[src/sv/i2cm_pkg.sv]
// Shared types and constants of the I2C master bit engine.
package i2cm_pkg;

    localparam int CFG_W      = 16;
    localparam int CFG_IDX_W  = 1;
    localparam int IN_DATA_W  = 16;
    localparam int IN_USER_W  = 3;
    localparam int OUT_DATA_W = 16;
    localparam int Q_DEPTH    = 4;
    localparam int Q_PTR_W    = $clog2(Q_DEPTH);
    localparam int Q_CNT_W    = $clog2(Q_DEPTH + 1);

    // Configuration register indexes
    localparam logic [CFG_IDX_W-1:0] REG_HALF_PERIOD     = 1'd0;
    localparam logic [CFG_IDX_W-1:0] REG_STRETCH_TIMEOUT = 1'd1;

    localparam logic [CFG_W-1:0] HALF_PERIOD_RST     = 16'd5;
    localparam logic [CFG_W-1:0] STRETCH_TIMEOUT_RST = 16'd50000;

    // Raw command codes on the bus
    localparam logic [2:0] CMD_NONE  = 3'd0;
    localparam logic [2:0] CMD_START = 3'd1;
    localparam logic [2:0] CMD_STOP  = 3'd2;
    localparam logic [2:0] CMD_WRITE = 3'd3;
    localparam logic [2:0] CMD_READ  = 3'd4;

    // Classified command kinds handed to the sequencer
    localparam logic [2:0] KIND_NONE  = 3'd0;
    localparam logic [2:0] KIND_START = 3'd1;
    localparam logic [2:0] KIND_STOP  = 3'd2;
    localparam logic [2:0] KIND_WRITE = 3'd3;
    localparam logic [2:0] KIND_READ  = 3'd4;

    // Completion status codes
    localparam logic [1:0] ST_OK      = 2'd0;
    localparam logic [1:0] ST_NACK    = 2'd1;
    localparam logic [1:0] ST_TIMEOUT = 2'd2;

    typedef struct packed {
        logic [2:0] kind;
        logic [7:0] tx_byte;
        logic       send_nack;
        logic       scl_in;
        logic       sda_in;
    } tick_t;

    typedef struct packed {
        logic [7:0] rx_byte;
        logic [1:0] status;
        logic       done_res;
        logic       ready_res;
        logic       sda_drive_low;
        logic       scl_drive_low;
    } result_t;

    typedef struct packed {
        logic full;
        logic empty;
    } q_stat_t;

endpackage

[src/sv/i2c_master_bit_engine.sv]
// Top level of the I2C master bit engine: input stage, queue and bus sequencer.
// A tick passes the input register, the queue and the output register before m_tdata.
// One tick per cycle unless m_tready stalls; the sequencer advances the bus once per tick.
// Input and sequencer are split by a four-entry queue, so either side may stall alone.
// Reset (rst_n low, asynchronous): engine idle, both lines released, timing registers
// back to half period 5 and stretch timeout 50000, queue and output register empty.
module i2c_master_bit_engine (
    input  logic                               clk,
    input  logic                               rst_n,
    input  logic                               s_tvalid,
    output logic                               s_tready,
    input  logic [i2cm_pkg::IN_DATA_W-1:0]     s_tdata,  // tx_byte[7:0], send_nack, scl_in, sda_in
    input  logic [i2cm_pkg::IN_USER_W-1:0]     s_tuser,  // command[2:0]
    output logic                               m_tvalid,
    input  logic                               m_tready,
    output logic [i2cm_pkg::OUT_DATA_W-1:0]    m_tdata,  // scl_drive_low, sda_drive_low,
                                                         // ready_res, done_res, status[1:0],
                                                         // rx_byte[7:0]
    input  logic                               cfg_we,
    input  logic [i2cm_pkg::CFG_IDX_W-1:0]     cfg_index,
    input  logic [i2cm_pkg::CFG_W-1:0]         cfg_data
);

    logic              push;
    logic              pop;
    i2cm_pkg::tick_t   push_item;
    i2cm_pkg::tick_t   head;
    i2cm_pkg::q_stat_t q_stat;
    i2cm_pkg::result_t result;

    i2cm_front u_front (
        .clk       (clk),
        .rst_n     (rst_n),
        .s_tvalid  (s_tvalid),
        .s_tready  (s_tready),
        .s_tdata   (s_tdata),
        .s_tuser   (s_tuser),
        .q_stat    (q_stat),
        .push      (push),
        .push_item (push_item)
    );

    i2cm_queue u_queue (
        .clk       (clk),
        .rst_n     (rst_n),
        .push      (push),
        .push_item (push_item),
        .pop       (pop),
        .head      (head),
        .q_stat    (q_stat)
    );

    i2cm_seq u_seq (
        .clk       (clk),
        .rst_n     (rst_n),
        .cfg_we    (cfg_we),
        .cfg_index (cfg_index),
        .cfg_data  (cfg_data),
        .head      (head),
        .q_stat    (q_stat),
        .pop       (pop),
        .m_tvalid  (m_tvalid),
        .m_tready  (m_tready),
        .m_result  (result)
    );

    assign m_tdata = {2'b00, result};

endmodule

[src/sv/i2cm_front.sv]
// Input stage: takes ticks, classifies the command and pushes them to the queue.
module i2cm_front (
    input  logic                              clk,
    input  logic                              rst_n,
    input  logic                              s_tvalid,
    output logic                              s_tready,
    input  logic [i2cm_pkg::IN_DATA_W-1:0]    s_tdata,  // tx_byte, send_nack, scl_in, sda_in
    input  logic [i2cm_pkg::IN_USER_W-1:0]    s_tuser,  // command
    input  i2cm_pkg::q_stat_t                 q_stat,
    output logic                              push,
    output i2cm_pkg::tick_t                   push_item
);

    logic            fr_valid_reg;
    logic            fr_valid_next;
    i2cm_pkg::tick_t fr_item_reg;
    i2cm_pkg::tick_t fr_item_next;
    logic            load;

    assign s_tready = !fr_valid_reg || !q_stat.full;
    assign load     = s_tvalid && s_tready;
    assign push     = fr_valid_reg && !q_stat.full;
    assign push_item = fr_item_reg;

    always_comb
    begin
        fr_item_next.tx_byte   = s_tdata[7:0];
        fr_item_next.send_nack = s_tdata[8];
        fr_item_next.scl_in    = s_tdata[9];
        fr_item_next.sda_in    = s_tdata[10];
        // map unknown command codes to KIND_NONE here so the sequencer treats them as no command
        unique case (s_tuser)
            i2cm_pkg::CMD_START: fr_item_next.kind = i2cm_pkg::KIND_START;
            i2cm_pkg::CMD_STOP:  fr_item_next.kind = i2cm_pkg::KIND_STOP;
            i2cm_pkg::CMD_WRITE: fr_item_next.kind = i2cm_pkg::KIND_WRITE;
            i2cm_pkg::CMD_READ:  fr_item_next.kind = i2cm_pkg::KIND_READ;
            default:             fr_item_next.kind = i2cm_pkg::KIND_NONE;
        endcase
    end

    always_comb
    begin
        if (load)
        begin
            fr_valid_next = 1'b1;
        end
        else if (push)
        begin
            fr_valid_next = 1'b0;
        end
        else
        begin
            fr_valid_next = fr_valid_reg;
        end
    end

    always_ff @(posedge clk or negedge rst_n)
    begin
        if (!rst_n)
        begin
            fr_valid_reg <= 1'b0;
        end
        else
        begin
            fr_valid_reg <= fr_valid_next;
        end
    end

    always_ff @(posedge clk)
    begin
        if (load)
        begin
            fr_item_reg <= fr_item_next;
        end
    end

endmodule

[src/sv/i2cm_queue.sv]
// Short queue of classified ticks between the input stage and the sequencer.
module i2cm_queue (
    input  logic              clk,
    input  logic              rst_n,
    input  logic              push,
    input  i2cm_pkg::tick_t   push_item,
    input  logic              pop,
    output i2cm_pkg::tick_t   head,
    output i2cm_pkg::q_stat_t q_stat
);

    i2cm_pkg::tick_t                  mem [i2cm_pkg::Q_DEPTH];
    logic [i2cm_pkg::Q_PTR_W-1:0]     wr_ptr_reg;
    logic [i2cm_pkg::Q_PTR_W-1:0]     wr_ptr_next;
    logic [i2cm_pkg::Q_PTR_W-1:0]     rd_ptr_reg;
    logic [i2cm_pkg::Q_PTR_W-1:0]     rd_ptr_next;
    logic [i2cm_pkg::Q_CNT_W-1:0]     count_reg;
    logic [i2cm_pkg::Q_CNT_W-1:0]     count_next;

    assign head         = mem[rd_ptr_reg];
    assign q_stat.full  = (count_reg == i2cm_pkg::Q_CNT_W'(i2cm_pkg::Q_DEPTH));
    assign q_stat.empty = (count_reg == '0);

    always_comb
    begin
        wr_ptr_next = push ? wr_ptr_reg + 1'b1 : wr_ptr_reg;
        rd_ptr_next = pop ? rd_ptr_reg + 1'b1 : rd_ptr_reg;
        unique case ({push, pop})
            2'b10:   count_next = count_reg + 1'b1;
            2'b01:   count_next = count_reg - 1'b1;
            default: count_next = count_reg;
        endcase
    end

    always_ff @(posedge clk or negedge rst_n)
    begin
        if (!rst_n)
        begin
            wr_ptr_reg <= '0;
            rd_ptr_reg <= '0;
            count_reg  <= '0;
        end
        else
        begin
            wr_ptr_reg <= wr_ptr_next;
            rd_ptr_reg <= rd_ptr_next;
            count_reg  <= count_next;
        end
    end

    always_ff @(posedge clk)
    begin
        if (push)
        begin
            mem[wr_ptr_reg] <= push_item;
        end
    end

    as_no_overflow: assert property (@(posedge clk) disable iff (!rst_n)
        q_stat.full |-> !push)
        else $error("queue written while full");
    as_no_underflow: assert property (@(posedge clk) disable iff (!rst_n)
        q_stat.empty |-> !pop)
        else $error("queue read while empty");
    as_count_range: assert property (@(posedge clk) disable iff (!rst_n)
        count_reg <= i2cm_pkg::Q_CNT_W'(i2cm_pkg::Q_DEPTH))
        else $error("queue count out of range");

endmodule

[src/sv/i2cm_seq.sv]
// Bus sequencer: runs one tick of the start/stop/write/read sequences per queued item.
module i2cm_seq (
    input  logic                            clk,
    input  logic                            rst_n,
    input  logic                            cfg_we,
    input  logic [i2cm_pkg::CFG_IDX_W-1:0]  cfg_index,
    input  logic [i2cm_pkg::CFG_W-1:0]      cfg_data,
    input  i2cm_pkg::tick_t                 head,
    input  i2cm_pkg::q_stat_t               q_stat,
    output logic                            pop,
    output logic                            m_tvalid,
    input  logic                            m_tready,
    output i2cm_pkg::result_t               m_result
);

    localparam logic [4:0] PH_IDLE   = 5'd0;
    localparam logic [4:0] PH_ST_D1  = 5'd1;
    localparam logic [4:0] PH_ST_D2  = 5'd2;
    localparam logic [4:0] PH_ST_W   = 5'd3;
    localparam logic [4:0] PH_ST_D3  = 5'd4;
    localparam logic [4:0] PH_SP_D1  = 5'd5;
    localparam logic [4:0] PH_SP_D2  = 5'd6;
    localparam logic [4:0] PH_SP_D3  = 5'd7;
    localparam logic [4:0] PH_SP_W   = 5'd8;
    localparam logic [4:0] PH_SP_D4  = 5'd9;
    localparam logic [4:0] PH_WR_D0  = 5'd10;
    localparam logic [4:0] PH_WR_DB  = 5'd11;
    localparam logic [4:0] PH_WR_DB2 = 5'd12;
    localparam logic [4:0] PH_WR_WB  = 5'd13;
    localparam logic [4:0] PH_WR_DA  = 5'd14;
    localparam logic [4:0] PH_WR_DA2 = 5'd15;
    localparam logic [4:0] PH_WR_WA  = 5'd16;
    localparam logic [4:0] PH_WR_DA3 = 5'd17;
    localparam logic [4:0] PH_RD_D0  = 5'd18;
    localparam logic [4:0] PH_RD_D1  = 5'd19;
    localparam logic [4:0] PH_RD_DB  = 5'd20;
    localparam logic [4:0] PH_RD_WB  = 5'd21;
    localparam logic [4:0] PH_RD_DB2 = 5'd22;
    localparam logic [4:0] PH_RD_DA  = 5'd23;
    localparam logic [4:0] PH_RD_DA2 = 5'd24;
    localparam logic [4:0] PH_RD_WA  = 5'd25;
    localparam logic [4:0] PH_RD_DA3 = 5'd26;

    logic [i2cm_pkg::CFG_W-1:0] half_period_reg;
    logic [i2cm_pkg::CFG_W-1:0] stretch_timeout_reg;

    logic [4:0]  phase_reg,         phase_next;
    logic [15:0] delay_count_reg,   delay_count_next;
    logic [15:0] stretch_count_reg, stretch_count_next;
    logic [3:0]  bit_index_reg,     bit_index_next;
    logic [7:0]  shift_reg_reg,     shift_reg_next;
    logic        scl_rel_reg,       scl_rel_next;
    logic        sda_rel_reg,       sda_rel_next;
    logic        nack_flag_reg,     nack_flag_next;
    logic [1:0]  stop_status_reg,   stop_status_next;
    logic [7:0]  rx_hold_reg,       rx_hold_next;

    logic              out_valid_reg, out_valid_next;
    i2cm_pkg::result_t out_reg,       out_next;

    logic [15:0] steps;
    logic [16:0] delay_inc;
    logic        in_wait;
    logic        done;
    logic [1:0]  status;

    assign pop      = !q_stat.empty && (!out_valid_reg || m_tready);
    assign m_tvalid = out_valid_reg;
    assign m_result = out_reg;

    assign steps     = (half_period_reg == '0) ? 16'd1 : half_period_reg;
    assign delay_inc = {1'b0, delay_count_reg} + 17'd1;
    assign in_wait   = (phase_reg == PH_ST_W) || (phase_reg == PH_SP_W) ||
                       (phase_reg == PH_WR_WB) || (phase_reg == PH_WR_WA) ||
                       (phase_reg == PH_RD_WB) || (phase_reg == PH_RD_WA);

    always_comb
    begin
        phase_next         = phase_reg;
        delay_count_next   = delay_count_reg;
        stretch_count_next = stretch_count_reg;
        bit_index_next     = bit_index_reg;
        shift_reg_next     = shift_reg_reg;
        scl_rel_next       = scl_rel_reg;
        sda_rel_next       = sda_rel_reg;
        nack_flag_next     = nack_flag_reg;
        stop_status_next   = stop_status_reg;
        rx_hold_next       = rx_hold_reg;
        done               = 1'b0;
        status             = i2cm_pkg::ST_OK;

        if (phase_reg == PH_IDLE)
        begin
            if (head.kind != i2cm_pkg::KIND_NONE)
            begin
                delay_count_next   = '0;
                stretch_count_next = '0;
                bit_index_next     = '0;
            end
            unique case (head.kind)
                i2cm_pkg::KIND_START:
                begin
                    sda_rel_next = 1'b1;
                    phase_next   = PH_ST_D1;
                end
                i2cm_pkg::KIND_STOP:
                begin
                    phase_next = PH_SP_D1;
                end
                i2cm_pkg::KIND_WRITE:
                begin
                    shift_reg_next = head.tx_byte;
                    phase_next     = PH_WR_D0;
                end
                i2cm_pkg::KIND_READ:
                begin
                    shift_reg_next = '0;
                    nack_flag_next = head.send_nack;
                    phase_next     = PH_RD_D0;
                end
                default:
                begin
                    phase_next = PH_IDLE;
                end
            endcase
        end
        else if (in_wait)
        begin
            if (head.scl_in)
            begin
                // slave released SCL: advance the sequence
                stretch_count_next = '0;
                unique case (phase_reg)
                    PH_ST_W:
                    begin
                        sda_rel_next = 1'b0;
                        phase_next   = PH_ST_D3;
                    end
                    PH_SP_W:
                    begin
                        sda_rel_next     = 1'b1;
                        stop_status_next = i2cm_pkg::ST_OK;
                        phase_next       = PH_SP_D4;
                    end
                    PH_WR_WB:
                    begin
                        scl_rel_next   = 1'b0;
                        shift_reg_next = {shift_reg_reg[6:0], 1'b0};
                        bit_index_next = bit_index_reg + 4'd1;
                        if (bit_index_next[3])
                        begin
                            sda_rel_next = 1'b1;
                            phase_next   = PH_WR_DA;
                        end
                        else
                        begin
                            sda_rel_next = shift_reg_reg[6];
                            phase_next   = PH_WR_DB;
                        end
                    end
                    PH_WR_WA:
                    begin
                        nack_flag_next = head.sda_in;
                        phase_next     = PH_WR_DA3;
                    end
                    PH_RD_WB:
                    begin
                        shift_reg_next = {shift_reg_reg[6:0], head.sda_in};
                        scl_rel_next   = 1'b0;
                        bit_index_next = bit_index_reg + 4'd1;
                        phase_next     = PH_RD_DB2;
                    end
                    PH_RD_WA:
                    begin
                        phase_next = PH_RD_DA3;
                    end
                    default:
                    begin
                        phase_next = PH_IDLE;
                    end
                endcase
            end
            else if (stretch_count_reg >= stretch_timeout_reg)
            begin
                stretch_count_next = '0;
                if (phase_reg == PH_SP_W)
                begin
                    // stop still finishes its last delay before reporting
                    sda_rel_next     = 1'b1;
                    stop_status_next = i2cm_pkg::ST_TIMEOUT;
                    phase_next       = PH_SP_D4;
                end
                else
                begin
                    if (phase_reg == PH_WR_WB)
                    begin
                        sda_rel_next = 1'b1;
                    end
                    done             = 1'b1;
                    status           = i2cm_pkg::ST_TIMEOUT;
                    phase_next       = PH_IDLE;
                    delay_count_next = '0;
                end
            end
            else
            begin
                stretch_count_next = stretch_count_reg + 16'd1;
            end
        end
        else
        begin
            if (delay_inc >= {1'b0, steps})
            begin
                delay_count_next = '0;
                unique case (phase_reg)
                    PH_ST_D1:
                    begin
                        scl_rel_next = 1'b1;
                        phase_next   = PH_ST_D2;
                    end
                    PH_ST_D2:  phase_next = PH_ST_W;
                    PH_ST_D3:
                    begin
                        done       = 1'b1;
                        status     = i2cm_pkg::ST_OK;
                        phase_next = PH_IDLE;
                    end
                    PH_SP_D1:
                    begin
                        sda_rel_next = 1'b0;
                        phase_next   = PH_SP_D2;
                    end
                    PH_SP_D2:
                    begin
                        scl_rel_next = 1'b1;
                        phase_next   = PH_SP_D3;
                    end
                    PH_SP_D3:  phase_next = PH_SP_W;
                    PH_SP_D4:
                    begin
                        done       = 1'b1;
                        status     = stop_status_reg;
                        phase_next = PH_IDLE;
                    end
                    PH_WR_D0:
                    begin
                        scl_rel_next = 1'b0;
                        sda_rel_next = shift_reg_reg[7];
                        phase_next   = PH_WR_DB;
                    end
                    PH_WR_DB:
                    begin
                        scl_rel_next = 1'b1;
                        phase_next   = PH_WR_DB2;
                    end
                    PH_WR_DB2: phase_next = PH_WR_WB;
                    PH_WR_DA:
                    begin
                        scl_rel_next = 1'b1;
                        phase_next   = PH_WR_DA2;
                    end
                    PH_WR_DA2: phase_next = PH_WR_WA;
                    PH_WR_DA3:
                    begin
                        scl_rel_next = 1'b0;
                        done         = 1'b1;
                        status       = {1'b0, nack_flag_reg};
                        phase_next   = PH_IDLE;
                    end
                    PH_RD_D0:
                    begin
                        scl_rel_next = 1'b0;
                        phase_next   = PH_RD_D1;
                    end
                    PH_RD_D1:
                    begin
                        scl_rel_next = 1'b1;
                        phase_next   = PH_RD_DB;
                    end
                    PH_RD_DB:  phase_next = PH_RD_WB;
                    PH_RD_DB2:
                    begin
                        if (bit_index_reg[3])
                        begin
                            sda_rel_next = nack_flag_reg;
                            phase_next   = PH_RD_DA;
                        end
                        else
                        begin
                            scl_rel_next = 1'b1;
                            phase_next   = PH_RD_DB;
                        end
                    end
                    PH_RD_DA:
                    begin
                        scl_rel_next = 1'b1;
                        phase_next   = PH_RD_DA2;
                    end
                    PH_RD_DA2: phase_next = PH_RD_WA;
                    PH_RD_DA3:
                    begin
                        scl_rel_next = 1'b0;
                        sda_rel_next = 1'b1;
                        rx_hold_next = shift_reg_reg;
                        done         = 1'b1;
                        status       = i2cm_pkg::ST_OK;
                        phase_next   = PH_IDLE;
                    end
                    default:   phase_next = PH_IDLE;
                endcase
                if (done)
                begin
                    stretch_count_next = '0;
                end
            end
            else
            begin
                delay_count_next = delay_inc[15:0];
            end
        end
    end

    always_comb
    begin
        out_next.scl_drive_low = ~scl_rel_next;
        out_next.sda_drive_low = ~sda_rel_next;
        out_next.ready_res     = (phase_next == PH_IDLE);
        out_next.done_res      = done;
        out_next.status        = status;
        out_next.rx_byte       = rx_hold_next;
        if (pop)
        begin
            out_valid_next = 1'b1;
        end
        else if (m_tready)
        begin
            out_valid_next = 1'b0;
        end
        else
        begin
            out_valid_next = out_valid_reg;
        end
    end

    always_ff @(posedge clk or negedge rst_n)
    begin
        if (!rst_n)
        begin
            half_period_reg     <= i2cm_pkg::HALF_PERIOD_RST;
            stretch_timeout_reg <= i2cm_pkg::STRETCH_TIMEOUT_RST;
        end
        else if (cfg_we)
        begin
            unique case (cfg_index)
                i2cm_pkg::REG_HALF_PERIOD:     half_period_reg     <= cfg_data;
                i2cm_pkg::REG_STRETCH_TIMEOUT: stretch_timeout_reg <= cfg_data;
                default:                       half_period_reg     <= half_period_reg;
            endcase
        end
    end

    always_ff @(posedge clk or negedge rst_n)
    begin
        if (!rst_n)
        begin
            phase_reg         <= PH_IDLE;
            delay_count_reg   <= '0;
            stretch_count_reg <= '0;
            bit_index_reg     <= '0;
            shift_reg_reg     <= '0;
            scl_rel_reg       <= 1'b1;
            sda_rel_reg       <= 1'b1;
            nack_flag_reg     <= 1'b0;
            stop_status_reg   <= i2cm_pkg::ST_OK;
            rx_hold_reg       <= '0;
            out_valid_reg     <= 1'b0;
        end
        else
        begin
            out_valid_reg <= out_valid_next;
            if (pop)
            begin
                phase_reg         <= phase_next;
                delay_count_reg   <= delay_count_next;
                stretch_count_reg <= stretch_count_next;
                bit_index_reg     <= bit_index_next;
                shift_reg_reg     <= shift_reg_next;
                scl_rel_reg       <= scl_rel_next;
                sda_rel_reg       <= sda_rel_next;
                nack_flag_reg     <= nack_flag_next;
                stop_status_reg   <= stop_status_next;
                rx_hold_reg       <= rx_hold_next;
            end
        end
    end

    always_ff @(posedge clk)
    begin
        if (pop)
        begin
            out_reg <= out_next;
        end
    end

    as_done_ready: assert property (@(posedge clk) disable iff (!rst_n)
        (out_valid_reg && out_reg.done_res) |-> out_reg.ready_res)
        else $error("finished command did not return to idle");
    as_status_done: assert property (@(posedge clk) disable iff (!rst_n)
        (out_valid_reg && (out_reg.status != i2cm_pkg::ST_OK)) |-> out_reg.done_res)
        else $error("status reported without done");
    as_wait_scl_released: assert property (@(posedge clk) disable iff (!rst_n)
        in_wait |-> scl_rel_reg)
        else $error("clock stretch wait entered with SCL held low");
    as_idle_none: assert property (@(posedge clk) disable iff (!rst_n)
        (pop && (phase_reg == PH_IDLE) && (head.kind == i2cm_pkg::KIND_NONE))
        |=> (phase_reg == PH_IDLE))
        else $error("engine left idle without a command");

endmodule

[config.mk]
export PLATFORM = sky130hd
export DESIGN_NAME = i2c_master_bit_engine
export DESIGN_NICKNAME = d
export VERILOG_FILES = /design/src/sv/i2cm_pkg.sv /design/src/sv/i2c_master_bit_engine.sv /design/src/sv/i2cm_front.sv /design/src/sv/i2cm_queue.sv /design/src/sv/i2cm_seq.sv
export SDC_FILE = /design/constraint.sdc
export NUM_CORES = 1
export LEC_CHECK = 0
export BUFFER_PORTS_ARGS = -buffer_cell sky130_fd_sc_hd__clkbuf_2
export CAP_MARGIN = 25
export CORE_UTILIZATION = 55
export DETAILED_ROUTE_END_ITERATION = 8
export MAX_ROUTING_LAYER = met4
export PLACE_DENSITY = 0.76
export SYNTH_ARGS = -nofsm -noshare
export SYNTH_HDL_FRONTEND = slang
export SYNTH_SLANG_ARGS = --single-unit
[constraint.sdc]
create_clock -name clk -period 4.49 [get_ports clk]
set_input_delay 0.898 -clock clk [delete_from_list [all_inputs] [get_ports clk]]
set_output_delay 0.898 -clock clk [all_outputs]
set_load 0.01 [all_outputs]
==> summary.log, run 1 <==
qor: layout.max_flop_register u_queue.mem
qor: synthesis.synth-main-ff-cell sky130_fd_sc_hd__dfrtp_1
qor: place.numPortBuffers 51
qor: clock_tree.cts_buffer_depth 2
qor: timing.setup_ws 0.219 ns
qor: global_route.grt_first_pass_wirelength 34600 um
qor: timing.whs 0.510 ns
qor: floorplanning.area_of_the_die 18300 um2
qor: worst_setup_path.setup_crit_path_kind flop to flop
qor: floorplanning.starting_utilization_of_the_core_area 0.565
qor: worst_setup_path.worst-endpoint-arrival 4.60 ns
qor: floorplanning.design.portCount 59
qor: synthesis.synthCells 900
qor: timing.final-setup-viol-count 0
qor: run_status.outcome finished, final reports clean
qor: timing.final_max_slew_viol_count 0
qor: clock_tree.clock_tree.htree_level_count 4
qor: clock_tree.cts.clk_slew.worst_paths 0.09 ns
qor: timing.final.setup_skew 0.0127 ns
qor: clock_tree.cts_root_buffer sky130_fd_sc_hd__clkbuf_16
qor: global_route.grt_overflow 0
qor: clock_tree.clock_sinks 186
qor: clock_tree.tritoncts.num_buffers 17
qor: synthesis.yosysTopAreaCellShare 0.258
qor: synthesis.yosys_warnings 0
qor: power.vdd_drop_max 381 uV
qor: place.globalplace.congestion 0.966
qor: layout.final_layout_size_suffix_gt1_frac 0.200
qor: synthesis.distinct_cells_synth 75
qor: floorplanning.chipHeight 135 um
qor: synthesis.netlist_top_cells_area sky130_fd_sc_hd__edfxtp_1, sky130_fd_sc_hd__dfrtp_1, sky130_fd_sc_hd__ha_1
qor: global_route.pin_count_of_the_biggest_net_entering_global_routing 61
qor: synthesis.postSynthRegisterBits 186
qor: timing.final_critical_path_time_including_i_o_delays_and_setup 4.27 ns
qor: global_route.grt_pass1_vias 6802
qor: route.routed_wire_length_per_instance 17.8 um
qor: layout.final_util 0.638
qor: route.finalWirelength 21300 um
qor: job.max_cap_violations 0
qor: timing.setup_tns 0 ns
qor: route.vias 7098
qor: worst_setup_path.worst-endpoint-required 4.82 ns
qor: place.place_area 10300 um2
qor: route.drt_drc_violations_left 0
qor: power.p_leak 4.65 nW
qor: layout.flip_flop_count_of_the_largest_register_after_layout 56
qor: clock_tree.clk_latency 0.45 ns
qor: synthesis.synth.largest_area_cell sky130_fd_sc_hd__edfxtp_1
qor: synthesis.synth-edff-count 84
qor: synthesis.syn_avg_cell_area 10.9 um2
qor: synthesis.async_flop_share 0.548
qor: timing.hold_violation_count_in_the_final_report 0
qor: timing.slew_hr 0.360
qor: floorplanning.fp.coreArea 17300 um2
qor: synthesis.post_synth_instance_area 9770 um2
qor: timing.layout_worst_path_cycle_share 0.951
qor: worst_setup_path.critical_path.endpoint_type flop
qor: synthesis.fraction_of_the_yosys_area_taken_by_sequential_cells 0.521
qor: worst_setup_path.setup.worst_path.start_class flop
qor: clock_tree.cts_tree done
qor: global_route.global_route_usage_sum 0.254
qor: layout.finalNetCount 1038
qor: place.hpwl 14700 um
qor: layout.final_design_area_excluding_fillers 11000 um2
qor: layout.flow.area_growth_from_synthesis 13.0%
qor: clock_tree.hold_buffers 0
qor: floorplanning.floorplan.rows 48
qor: timing.tightest_slew 0.960 ns
qor: min_path.hp-class flop to flop
qor: layout.insertedDiodeCount 0
qor: route.postRouteAntennaNets 0
qor: floorplanning.die_x 135 um
qor: power.powerDensity 482 nW/um2
qor: global_route.initial_antenna_violation_count 0
qor: route.per_cell_via_count_in_the_routed_design 5.94
qor: timing.max_freq 234 MHz
qor: place.detailedPlace.worstSlack 0.104 ns
qor: layout.layout_commonest_cell sky130_fd_sc_hd__dfrtp_1
qor: route.detail_route.iter0.violations 530
qor: route.drt_first_pass_iters 5
qor: worst_setup_path.crit_fanout 15
qor: layout.final_cell_mix sky130_fd_sc_hd__dfrtp_1, sky130_fd_sc_hd__nand2_1, sky130_fd_sc_hd__o21ai_0
## worst max-delay path, cell delays in order (launching register included)
cell,delay [ns]
sky130_fd_sc_hd__dfrtp_1,0.47
sky130_fd_sc_hd__and3_1,0.21
sky130_fd_sc_hd__nand2_1,0.12
sky130_fd_sc_hd__nor3_1,0.33
sky130_fd_sc_hd__nand3_1,0.16
sky130_fd_sc_hd__xnor2_1,0.27
sky130_fd_sc_hd__ha_1,0.30
sky130_fd_sc_hd__nand3_2,0.11
sky130_fd_sc_hd__nor2_1,0.05
sky130_fd_sc_hd__or4_1,0.55
sky130_fd_sc_hd__a311oi_4,0.29
sky130_fd_sc_hd__buf_4,0.22
sky130_fd_sc_hd__nand2_1,0.23
sky130_fd_sc_hd__a221oi_4,0.39
sky130_fd_sc_hd__or2_1,0.15
sky130_fd_sc_hd__buf_4,0.21
sky130_fd_sc_hd__o31ai_1,0.10
## path summary, 6_finish.rpt
kind / to / startpoint / depth (start not counted) / slack, ns
setup reg to reg: u_seq.stretch_count_reg[6]$_DFFE_PN0P_ / u_seq.delay_count_reg[6]$_DFFE_PN0P_ / 16 / 0.22
min in group asynchronous: u_seq.rx_hold_reg[3]$_DFFE_PN0P_ / rst_n / 1 / 0.53
hold reg to reg: u_seq.bit_index_reg[0]$_DFFE_PN0P_ / u_seq.bit_index_reg[0]$_DFFE_PN0P_ / 1 / 0.51
setup / recovery: u_seq.stretch_count_reg[6]$_DFFE_PN0P_ / u_seq.delay_count_reg[6]$_DFFE_PN0P_ / 16 / 0.22
max in group asynchronous: u_seq.half_period_reg[2]$_DFFE_PN1P_ / rst_n / 2 / 3.11
hold / removal: u_seq.bit_index_reg[0]$_DFFE_PN0P_ / u_seq.bit_index_reg[0]$_DFFE_PN0P_ / 1 / 0.51
## per-stage QoR
step	std cells	power [W]
2_1_floorplan	901	0.00325
5_1_grt	1194	0.00560
6_report	1194	0.00532
3_5_place_dp	1160	0.00368
4_1_cts	1192	0.00534
3_3_place_gp	1160	0.00362
## cells by family (layout without fill, tap and decap cells)
group,after synthesis,count (layout),share of synthesized area
xor+xnor,27,27,0.0242
fa+ha+maj,41,41,0.0533
compound gates,208,208,0.134
buf+inv,98,166,0.0421
flops,186,186,0.521
mux,59,59,0.0863
other cells,1,2,0.000384
simple gates,280,280,0.139
## routing by layer
metal,up-vias,share of wire,global-route usage
li1,3396,-,-
met1,3416,0.44,0.337
met2,241,0.47,0.385
met3,45,0.059,0.0513
met4,0,0.026,0.0943
met5,-,0,-
## cell type report
type	count	area, um2
Fill cell	1314	6260
Sequential cell	186	5090
Multi-Input combinational cell	617	4310
Timing Repair Buffer	84	505
Clock buffer	17	425
Tap cell	225	282
Clock inverter	15	241
Inverter	50	188
## synth_stat cells, types with 8 or more instances
library cell,instances
sky130_fd_sc_hd__a21oi_1,32
sky130_fd_sc_hd__a22oi_1,9
sky130_fd_sc_hd__a31oi_1,11
sky130_fd_sc_hd__and3_1,15
sky130_fd_sc_hd__clkbuf_1,30
sky130_fd_sc_hd__dfrtp_1,92
sky130_fd_sc_hd__dfstp_2,10
sky130_fd_sc_hd__edfxtp_1,84
sky130_fd_sc_hd__ha_1,40
sky130_fd_sc_hd__inv_1,49
sky130_fd_sc_hd__mux2_2,30
sky130_fd_sc_hd__mux2_4,8
sky130_fd_sc_hd__mux4_2,14
sky130_fd_sc_hd__nand2_1,90
sky130_fd_sc_hd__nand2b_1,13
sky130_fd_sc_hd__nand3_1,39
sky130_fd_sc_hd__nor2_1,59
sky130_fd_sc_hd__nor2b_1,13
sky130_fd_sc_hd__nor3_1,15
sky130_fd_sc_hd__o21ai_0,86
sky130_fd_sc_hd__o31ai_1,10
sky130_fd_sc_hd__xnor2_1,16
sky130_fd_sc_hd__xor2_1,11
## what timing repair did
action | CTS | global route
hold endpoints to repair | 0 | 0
buffers inserted | 0 | 2
gates resized for setup | 0 | 5
endpoints found under the setup margin | 0 | 22
## power by group
group	switching, W	internal, W	leakage (nW)
logic	0.000787	0.000552	2.26
clock network	0.000851	0.000806	0.320
registers	0.000212	0.00211	2.08
total	0.00185	0.00347	4.65
Power figures use the tool's default switching activity.
==> run 2: changes to the inputs <==
--- a/config.mk
+++ b/config.mk
@@ -11,6 +11,7 @@
 export DETAILED_ROUTE_END_ITERATION = 8
 export MAX_ROUTING_LAYER = met4
 export PLACE_DENSITY = 0.76
+export RECOVER_POWER = 50
 export SYNTH_ARGS = -nofsm -noshare
 export SYNTH_HDL_FRONTEND = slang
 export SYNTH_SLANG_ARGS = --single-unit
==> run 2 against run 1 <==
Net effect: the run now ends with capacitance limit, slew limit left; core utilization is 0.080 points lower; total power hardly changed; via count is 0.42% higher; register-to-register slack worse by 0.02 ns; die area stayed put; setup slack worse by 0.016 ns; routed wire length is 0.17% lower; critical endpoint unchanged; highest routed layer unchanged.
==> summary.log, run 2 (same netlist as run 1, synthesis figures left out) <==
qor: route.per_cell_via_count_in_the_routed_design 5.97 [+0.42%]
qor: run_status.failed_checks capacitance limit, slew limit
qor: power.powerDensity 483 nW/um2 [+0.14%]
qor: worst_setup_path.crit_fanout 15 [unchanged]
qor: place.placedCellCount 1160 [unchanged]
qor: route.detail_route.iter0.violations 543 [+2.5%]
qor: power.vdd_drop_max 380 uV [about the same]
qor: floorplanning.design.portCount 59 [unchanged]
qor: min_path.hp-class flop to flop
qor: timing.final_max_slew_viol_count 61 [+61]
qor: layout.fillerInstances 1321 [+0.53%]
qor: clock_tree.cts_root_buffer sky130_fd_sc_hd__clkbuf_16
qor: worst_setup_path.worst-endpoint-required 4.82 ns [about the same]
qor: floorplanning.floorplan.rows 48 [unchanged]
qor: timing.final_critical_path_time_including_i_o_delays_and_setup 4.29 ns [+0.0157 ns]
qor: place.hpwl 14700 um [unchanged]
qor: worst_setup_path.cp_cell_sequence and3_1 > nand2_1 > nor3_1 > nand3_1 > xnor2_1 > ha_1 > nand3_2 > nor2_1 > or4_1 > a311oi_4 > buf_4 > nand2_1 > a221oi_4 > or2_1 > buf_4 > o31ai_1
qor: layout.max_flop_register u_queue.mem
qor: worst_setup_path.cp_top_family simple AND/OR/NAND/NOR gates
qor: clock_tree.cts_buffer_depth 2 [unchanged]
qor: global_route.grt_pass1_vias 6802 [unchanged]
qor: floorplanning.chipHeight 135 um [unchanged]
qor: route.drt_drc_violations_left 0 [unchanged]
qor: job.max_cap_violations 1 [+1]
qor: min_path.holdCritStartpoint u_seq.bit_index_reg[0]$_DFFE_PN0P_
qor: floorplanning.starting_utilization_of_the_core_area 0.565 [unchanged]
qor: route.finalWirelength 21300 um [-0.17%]
qor: worst_setup_path.max_stage_delay 0.55 ns [about the same]
qor: timing.slew_hr -1.21 [-1.57]
qor: place.globalplace.congestion 0.966 [unchanged]
qor: global_route.global_route_usage_sum 0.254 [unchanged]
qor: worst_setup_path.critical_path.endpoint_type flop
qor: clock_tree.cts_tree done
qor: timing.tightest_slew 3.31 ns [+2.35 ns]
qor: layout.flow.area_growth_from_synthesis 12.9%
qor: global_route.grt_overflow 0 [unchanged]
qor: clock_tree.clock_sinks 186 [unchanged]
qor: layout.insertedDiodeCount 0 [unchanged]
qor: floorplanning.fp.coreArea 17300 um2 [unchanged]
qor: clock_tree.hold_buffers 0 [unchanged]
qor: worst_setup_path.timing.critical_path.buf_inv 2 [unchanged]
qor: layout.final_layout_size_suffix_gt1_frac 0.197 [-0.00310]
qor: worst_setup_path.worst_setup_path_startpoint u_seq.delay_count_reg[6]$_DFFE_PN0P_
qor: timing.hold_violation_count_in_the_final_report 0 [unchanged]
qor: timing.whs 0.510 ns [+0.00000700 ns]
qor: timing.final.setup_skew 0.0127 ns [+0.00000760 ns]
qor: worst_setup_path.crit_slowest_cell sky130_fd_sc_hd__or4_1
qor: route.vias 7128 [+0.42%]
qor: timing.layout_worst_path_cycle_share 0.955 [+0.00349]
qor: layout.final_cell_mix sky130_fd_sc_hd__dfrtp_1, sky130_fd_sc_hd__nand2_1, sky130_fd_sc_hd__o21ai_0
qor: route.routed_wire_length_per_instance 17.8 um [-0.17%]
qor: run_status.outcome finished, violations left
qor: route.postRouteAntennaNets 0 [unchanged]
qor: worst_setup_path.timing.rr.start u_seq.delay_count_reg[6]$_DFFE_PN0P_
qor: worst_setup_path.worst-endpoint-arrival 4.62 ns [+0.02 ns]
qor: floorplanning.area_of_the_die 18300 um2 [unchanged]
qor: worst_setup_path.setup.worst_path.start_class flop
qor: place.numPortBuffers 51 [unchanged]
qor: layout.layout_commonest_cell sky130_fd_sc_hd__dfrtp_1
qor: layout.finalNetCount 1038 [unchanged]
qor: timing.final-setup-viol-count 0 [unchanged]
qor: worst_setup_path.setup_crit_path_kind flop to flop
qor: timing.max_freq 233 MHz [-0.37%]
qor: layout.finalNonFillerCells 1194 [unchanged]
qor: global_route.pin_count_of_the_biggest_net_entering_global_routing 61 [unchanged]
qor: layout.flip_flop_count_of_the_largest_register_after_layout 56 [unchanged]
qor: global_route.grt_first_pass_wirelength 34600 um [unchanged]
qor: route.drt_first_pass_iters 6 [+1]
qor: power.p_leak 4.64 nW [-0.27%]
qor: clock_tree.cts.clk_slew.worst_paths 0.09 ns [about the same]
qor: clock_tree.tritoncts.num_buffers 17 [unchanged]
qor: clock_tree.clock_tree.htree_level_count 4 [unchanged]
qor: clock_tree.clk_latency 0.45 ns [about the same]
qor: global_route.initial_antenna_violation_count 0 [unchanged]
qor: floorplanning.die_x 135 um [unchanged]
run 2: path summary, 6_finish.rpt:
check	endpoint	cells past startpoint	slack (ns)
max reg2reg	u_seq.stretch_count_reg[6]$_DFFE_PN0P_	16	0.20
max	u_seq.stretch_count_reg[6]$_DFFE_PN0P_	16	0.20
min reg2reg	u_seq.bit_index_reg[0]$_DFFE_PN0P_	1	0.51
min	u_seq.bit_index_reg[0]$_DFFE_PN0P_	1	0.51
max in group asynchronous	u_seq.delay_count_reg[0]$_DFFE_PN0P_	2	0.98
min in group asynchronous	u_seq.rx_hold_reg[3]$_DFFE_PN0P_	1	1.56
run 2: final cells by class:
| type | instances | area [um2] | area share |
|---|---|---|---|
| Inverter | 50 | 188 | 0.0170 |
| Timing Repair Buffer | 84 | 492 | 0.0446 |
| Sequential cell | 186 | 5090 | 0.461 |
| Clock inverter | 15 | 241 | 0.0219 |
| Tap cell | 225 | 282 | 0.0255 |
| Multi-Input combinational cell | 617 | 4310 | 0.391 |
| Clock buffer | 17 | 425 | 0.0386 |
run 2: layer usage:
layer / GRT usage / vias to the layer above / routed length [um]
met5: - / - / 0
met4: 0.0943 / 0 / 584
met3: 0.0513 / 48 / 1110
met2: 0.385 / 226 / 9990
met1: 0.337 / 3457 / 9580
li1: - / 3397 / -
run 2: through the flow:
stage	worst slack (ns)	cell area [um2]	setup TNS, ns	util	total power [W]
6_report	0.203	11000	0	0.638	0.00532
5_1_grt	-0.0226	11000	-0.0226	0.638	0.00560
4_1_cts	0.0372	11000	0	0.636	0.00534
3_5_place_dp	0.104	10300	0	0.597	0.00368
3_3_place_gp	0.114	10300	0	0.597	0.00362
2_1_floorplan	0.127	9770	0	-	0.00325
run 2: what timing repair did:
action / CTS / global route
endpoints found under the setup margin: 0 / 22
setup buffers: 0 / 2
gates resized for setup: 0 / 5
run 2: power by group:
part | switching (W) | internal, W
Combinational | 0.000787 | 0.000551
Clock | 0.000854 | 0.000807
Sequential | 0.000212 | 0.00212
run 2: worst register-to-register path, cell delays in order, from the launching register on:
cell and delay (ns):
sky130_fd_sc_hd__dfrtp_1 0.47, sky130_fd_sc_hd__and3_1 0.21, sky130_fd_sc_hd__nand2_1 0.12, sky130_fd_sc_hd__nor3_1 0.34
sky130_fd_sc_hd__nand3_1 0.16, sky130_fd_sc_hd__xnor2_1 0.27, sky130_fd_sc_hd__ha_1 0.30, sky130_fd_sc_hd__nand3_2 0.11
sky130_fd_sc_hd__nor2_1 0.05, sky130_fd_sc_hd__or4_1 0.55, sky130_fd_sc_hd__a311oi_4 0.29, sky130_fd_sc_hd__buf_4 0.22
sky130_fd_sc_hd__nand2_1 0.23, sky130_fd_sc_hd__a221oi_4 0.39, sky130_fd_sc_hd__or2_1 0.15, sky130_fd_sc_hd__buf_4 0.21
sky130_fd_sc_hd__o31ai_1 0.11
==> run 3: changes to the inputs <==
--- a/config.mk
+++ b/config.mk
@@ -5,7 +5,7 @@
 export SDC_FILE = /design/constraint.sdc
 export NUM_CORES = 1
 export LEC_CHECK = 0
-export BUFFER_PORTS_ARGS = -buffer_cell sky130_fd_sc_hd__clkbuf_2
+export BUFFER_PORTS_ARGS = -buffer_cell sky130_fd_sc_hd__buf_2
 export CAP_MARGIN = 25
 export CORE_UTILIZATION = 55
 export DETAILED_ROUTE_END_ITERATION = 8
==> run 3 against run 2 <==
Net effect: the run still ends with capacitance limit, slew limit left; die area stayed put; non-clock buffer count is 1 lower; fmax is 1.1% lower; setup slack worse by 0.049 ns; total power is 0.58% lower; flip-flop and latch count stayed put; critical path depth is 1 lower; via count is 1.1% lower; sequential share of layout area hardly changed; clock-buffer cell count stayed put; largest power group unchanged.
==> summary.log, run 3 (same netlist as run 1, synthesis figures left out) <==
qor: run_status.outcome finished, violations left
qor: worst_setup_path.worst-endpoint-arrival 4.59 ns [-0.03 ns]
qor: floorplanning.chipHeight 135 um [unchanged]
qor: power.p_leak 4.63 nW [-0.37%]
qor: run_status.failed_checks capacitance limit, slew limit
qor: place.placedCellCount 1161 [+0.086%]
qor: timing.setup_tns 0 ns [unchanged]
qor: route.drt_drc_violations_left 0 [unchanged]
qor: clock_tree.clk_latency 0.45 ns [about the same]
qor: timing.final-setup-viol-count 0 [unchanged]
qor: layout.finalNetCount 1037 [-0.096%]
qor: layout.final-seq-area 5090 um2 [unchanged]
qor: timing.slew_hr -0.184 [+1.02]
qor: timing.whs 0.503 ns [-0.00735 ns]
qor: global_route.grt_overflow 0 [unchanged]
qor: route.postRouteAntennaNets 0 [unchanged]
qor: clock_tree.cts.clk_slew.worst_paths 0.09 ns [about the same]
qor: timing.setup_ws 0.155 ns [-0.0487 ns]
qor: global_route.global_route_usage_sum 0.253 [about the same]
qor: route.detail_route.iter0.violations 631 [+16%]
qor: clock_tree.cts_buffer_depth 2 [unchanged]
qor: clock_tree.setup_bufs_post_cts 0 [unchanged]
qor: global_route.grt_first_pass_wirelength 34900 um [+0.84%]
qor: layout.multi_input_comb_area 4310 um2 [about the same]
qor: layout.fillerInstances 1349 [+2.1%]
qor: timing.final.setup_skew 0.0125 ns [-0.000240 ns]
qor: place.hpwl 14700 um [about the same]
qor: min_path.hp-class flop to flop
qor: floorplanning.design.portCount 59 [unchanged]
qor: layout.insertedDiodeCount 0 [unchanged]
qor: clock_tree.clock_tree.htree_level_count 4 [unchanged]
qor: global_route.initial_antenna_violation_count 0 [unchanged]
qor: job.max_cap_violations 1 [unchanged]
qor: place.numPortBuffers 51 [unchanged]
qor: worst_setup_path.worst-endpoint-required 4.75 ns [-0.07 ns]
qor: route.finalWirelength 21100 um [-0.77%]
qor: timing.max_freq 231 MHz [-1.1%]
qor: route.vias 7047 [-1.1%]
qor: layout.finalNonFillerCells 1193 [-0.084%]
qor: clock_tree.cts_tree done
qor: global_route.pin_count_of_the_biggest_net_entering_global_routing 69 [+13%]
qor: layout.max_flop_register u_queue.mem
qor: worst_setup_path.crit_fanout 6 [-9]
qor: clock_tree.tritoncts.num_buffers 17 [unchanged]
qor: worst_setup_path.critical_path.endpoint_type flop
qor: timing.hold_violation_count_in_the_final_report 0 [unchanged]
qor: timing.layout_worst_path_cycle_share 0.966 [+0.0108]
qor: worst_setup_path.setup_crit_path_kind flop to flop
qor: global_route.grt_pass1_vias 6894 [+1.4%]
qor: floorplanning.area_of_the_die 18300 um2 [unchanged]
qor: route.per_cell_via_count_in_the_routed_design 5.91 [-1.1%]
qor: clock_tree.cts_root_buffer sky130_fd_sc_hd__clkbuf_16
qor: layout.final_layout_size_suffix_gt1_frac 0.196 [-0.000829]
qor: timing.final_max_slew_viol_count 69 [+13%]
qor: layout.flip_flop_count_of_the_largest_register_after_layout 56 [unchanged]
qor: worst_setup_path.setup.worst_path.start_class flop
qor: floorplanning.die_x 135 um [unchanged]
qor: timing.tightest_slew 1.78 ns [-1.54 ns]
qor: floorplanning.floorplan.rows 48 [unchanged]
qor: layout.layout_commonest_cell sky130_fd_sc_hd__dfrtp_1
qor: power.powerDensity 481 nW/um2 [-0.48%]
qor: place.globalplace.congestion 0.980 [+1.5%]
qor: layout.flow.area_growth_from_synthesis 12.8%
qor: place.detailedPlace.worstSlack 0.119 ns [+0.0151 ns]
qor: layout.final_cell_mix sky130_fd_sc_hd__dfrtp_1, sky130_fd_sc_hd__nand2_1, sky130_fd_sc_hd__o21ai_0
qor: route.drt_first_pass_iters 5 [-1]
qor: power.vdd_drop_max 314 uV [-17%]
qor: timing.final_critical_path_time_including_i_o_delays_and_setup 4.34 ns [+0.0487 ns]
qor: floorplanning.starting_utilization_of_the_core_area 0.565 [unchanged]
qor: route.routed_wire_length_per_instance 17.7 um [-0.68%]
qor: floorplanning.fp.coreArea 17300 um2 [unchanged]
qor: power.p_total 0.00529 W [-0.58%]
qor: clock_tree.clock_sinks 186 [unchanged]
==> run 3: layout make-up <==
type | instances | share of cell area
clock buffers | 17 | 0.0386
clock inverters | 15 | 0.0211
inverters | 50 | 0.0170
multi-input cells | 617 | 0.392
flip-flops and latches | 186 | 0.462
well taps | 225 | 0.0256
repair buffers | 83 | 0.0442
==> run 3: where the power goes <==
group,internal [W],switching (W)
logic,0.000544,0.000797
clock network,0.000800,0.000834
registers,0.00212,0.000202
==> run 3: what timing repair did <==
action / CTS / global route
endpoints found under the setup margin: 0 / 28
hold buffers: 0 / 0
gates resized for setup: 0 / 7
==> run 3: path summary, 6_finish.rpt <==
check | startpoint | end | slack, ns | cells after the start
max | u_seq.delay_count_reg[0]$_DFFE_PN0P_ | u_seq.m_result[2]$_DFFE_PP_ | 0.15 | 15
min | u_front.push_item[7]$_DFFE_PP_ | u_queue.mem[2][7]$_DFFE_PP_ | 0.50 | 0
max reg2reg | u_seq.delay_count_reg[0]$_DFFE_PN0P_ | u_seq.m_result[2]$_DFFE_PP_ | 0.15 | 15
min reg2reg | u_front.push_item[7]$_DFFE_PP_ | u_queue.mem[2][7]$_DFFE_PP_ | 0.50 | 0
max in group asynchronous | rst_n | u_seq.delay_count_reg[0]$_DFFE_PN0P_ | 1.87 | 2
min in group asynchronous | rst_n | u_seq.rx_hold_reg[6]$_DFFE_PN0P_ | 0.92 | 1
==> run 3: layer usage <==
metal	part of all wire	GRT usage
met3	0.057	0.0498
met4	0.012	0.0805
met2	0.47	0.389
met1	0.46	0.340
met5	0	-
==> run 3: critical path: stages (launching register included) <==
cell and delay (ns):
sky130_fd_sc_hd__dfrtp_2 0.42, sky130_fd_sc_hd__ha_1 0.19, sky130_fd_sc_hd__nand3_2 0.09, sky130_fd_sc_hd__or2_1 0.29, sky130_fd_sc_hd__nor3_4 0.21, sky130_fd_sc_hd__nand3_1 0.15
sky130_fd_sc_hd__xnor2_2 0.18, sky130_fd_sc_hd__ha_1 0.32, sky130_fd_sc_hd__nand3_1 0.14, sky130_fd_sc_hd__nor2_1 0.06, sky130_fd_sc_hd__or4_1 0.55, sky130_fd_sc_hd__a311oi_4 0.34
sky130_fd_sc_hd__a2111oi_1 0.14, sky130_fd_sc_hd__a311o_1 0.34, sky130_fd_sc_hd__a2111o_1 0.42, sky130_fd_sc_hd__nor4b_2 0.31
==> run 3: stage by stage <==
step | cell area, um2 | utilization
2_1_floorplan | 9770 | -
3_3_place_gp | 10300 | 0.598
3_5_place_dp | 10300 | 0.598
4_1_cts | 11000 | 0.636
5_1_grt | 11000 | 0.637
6_report | 11000 | 0.637
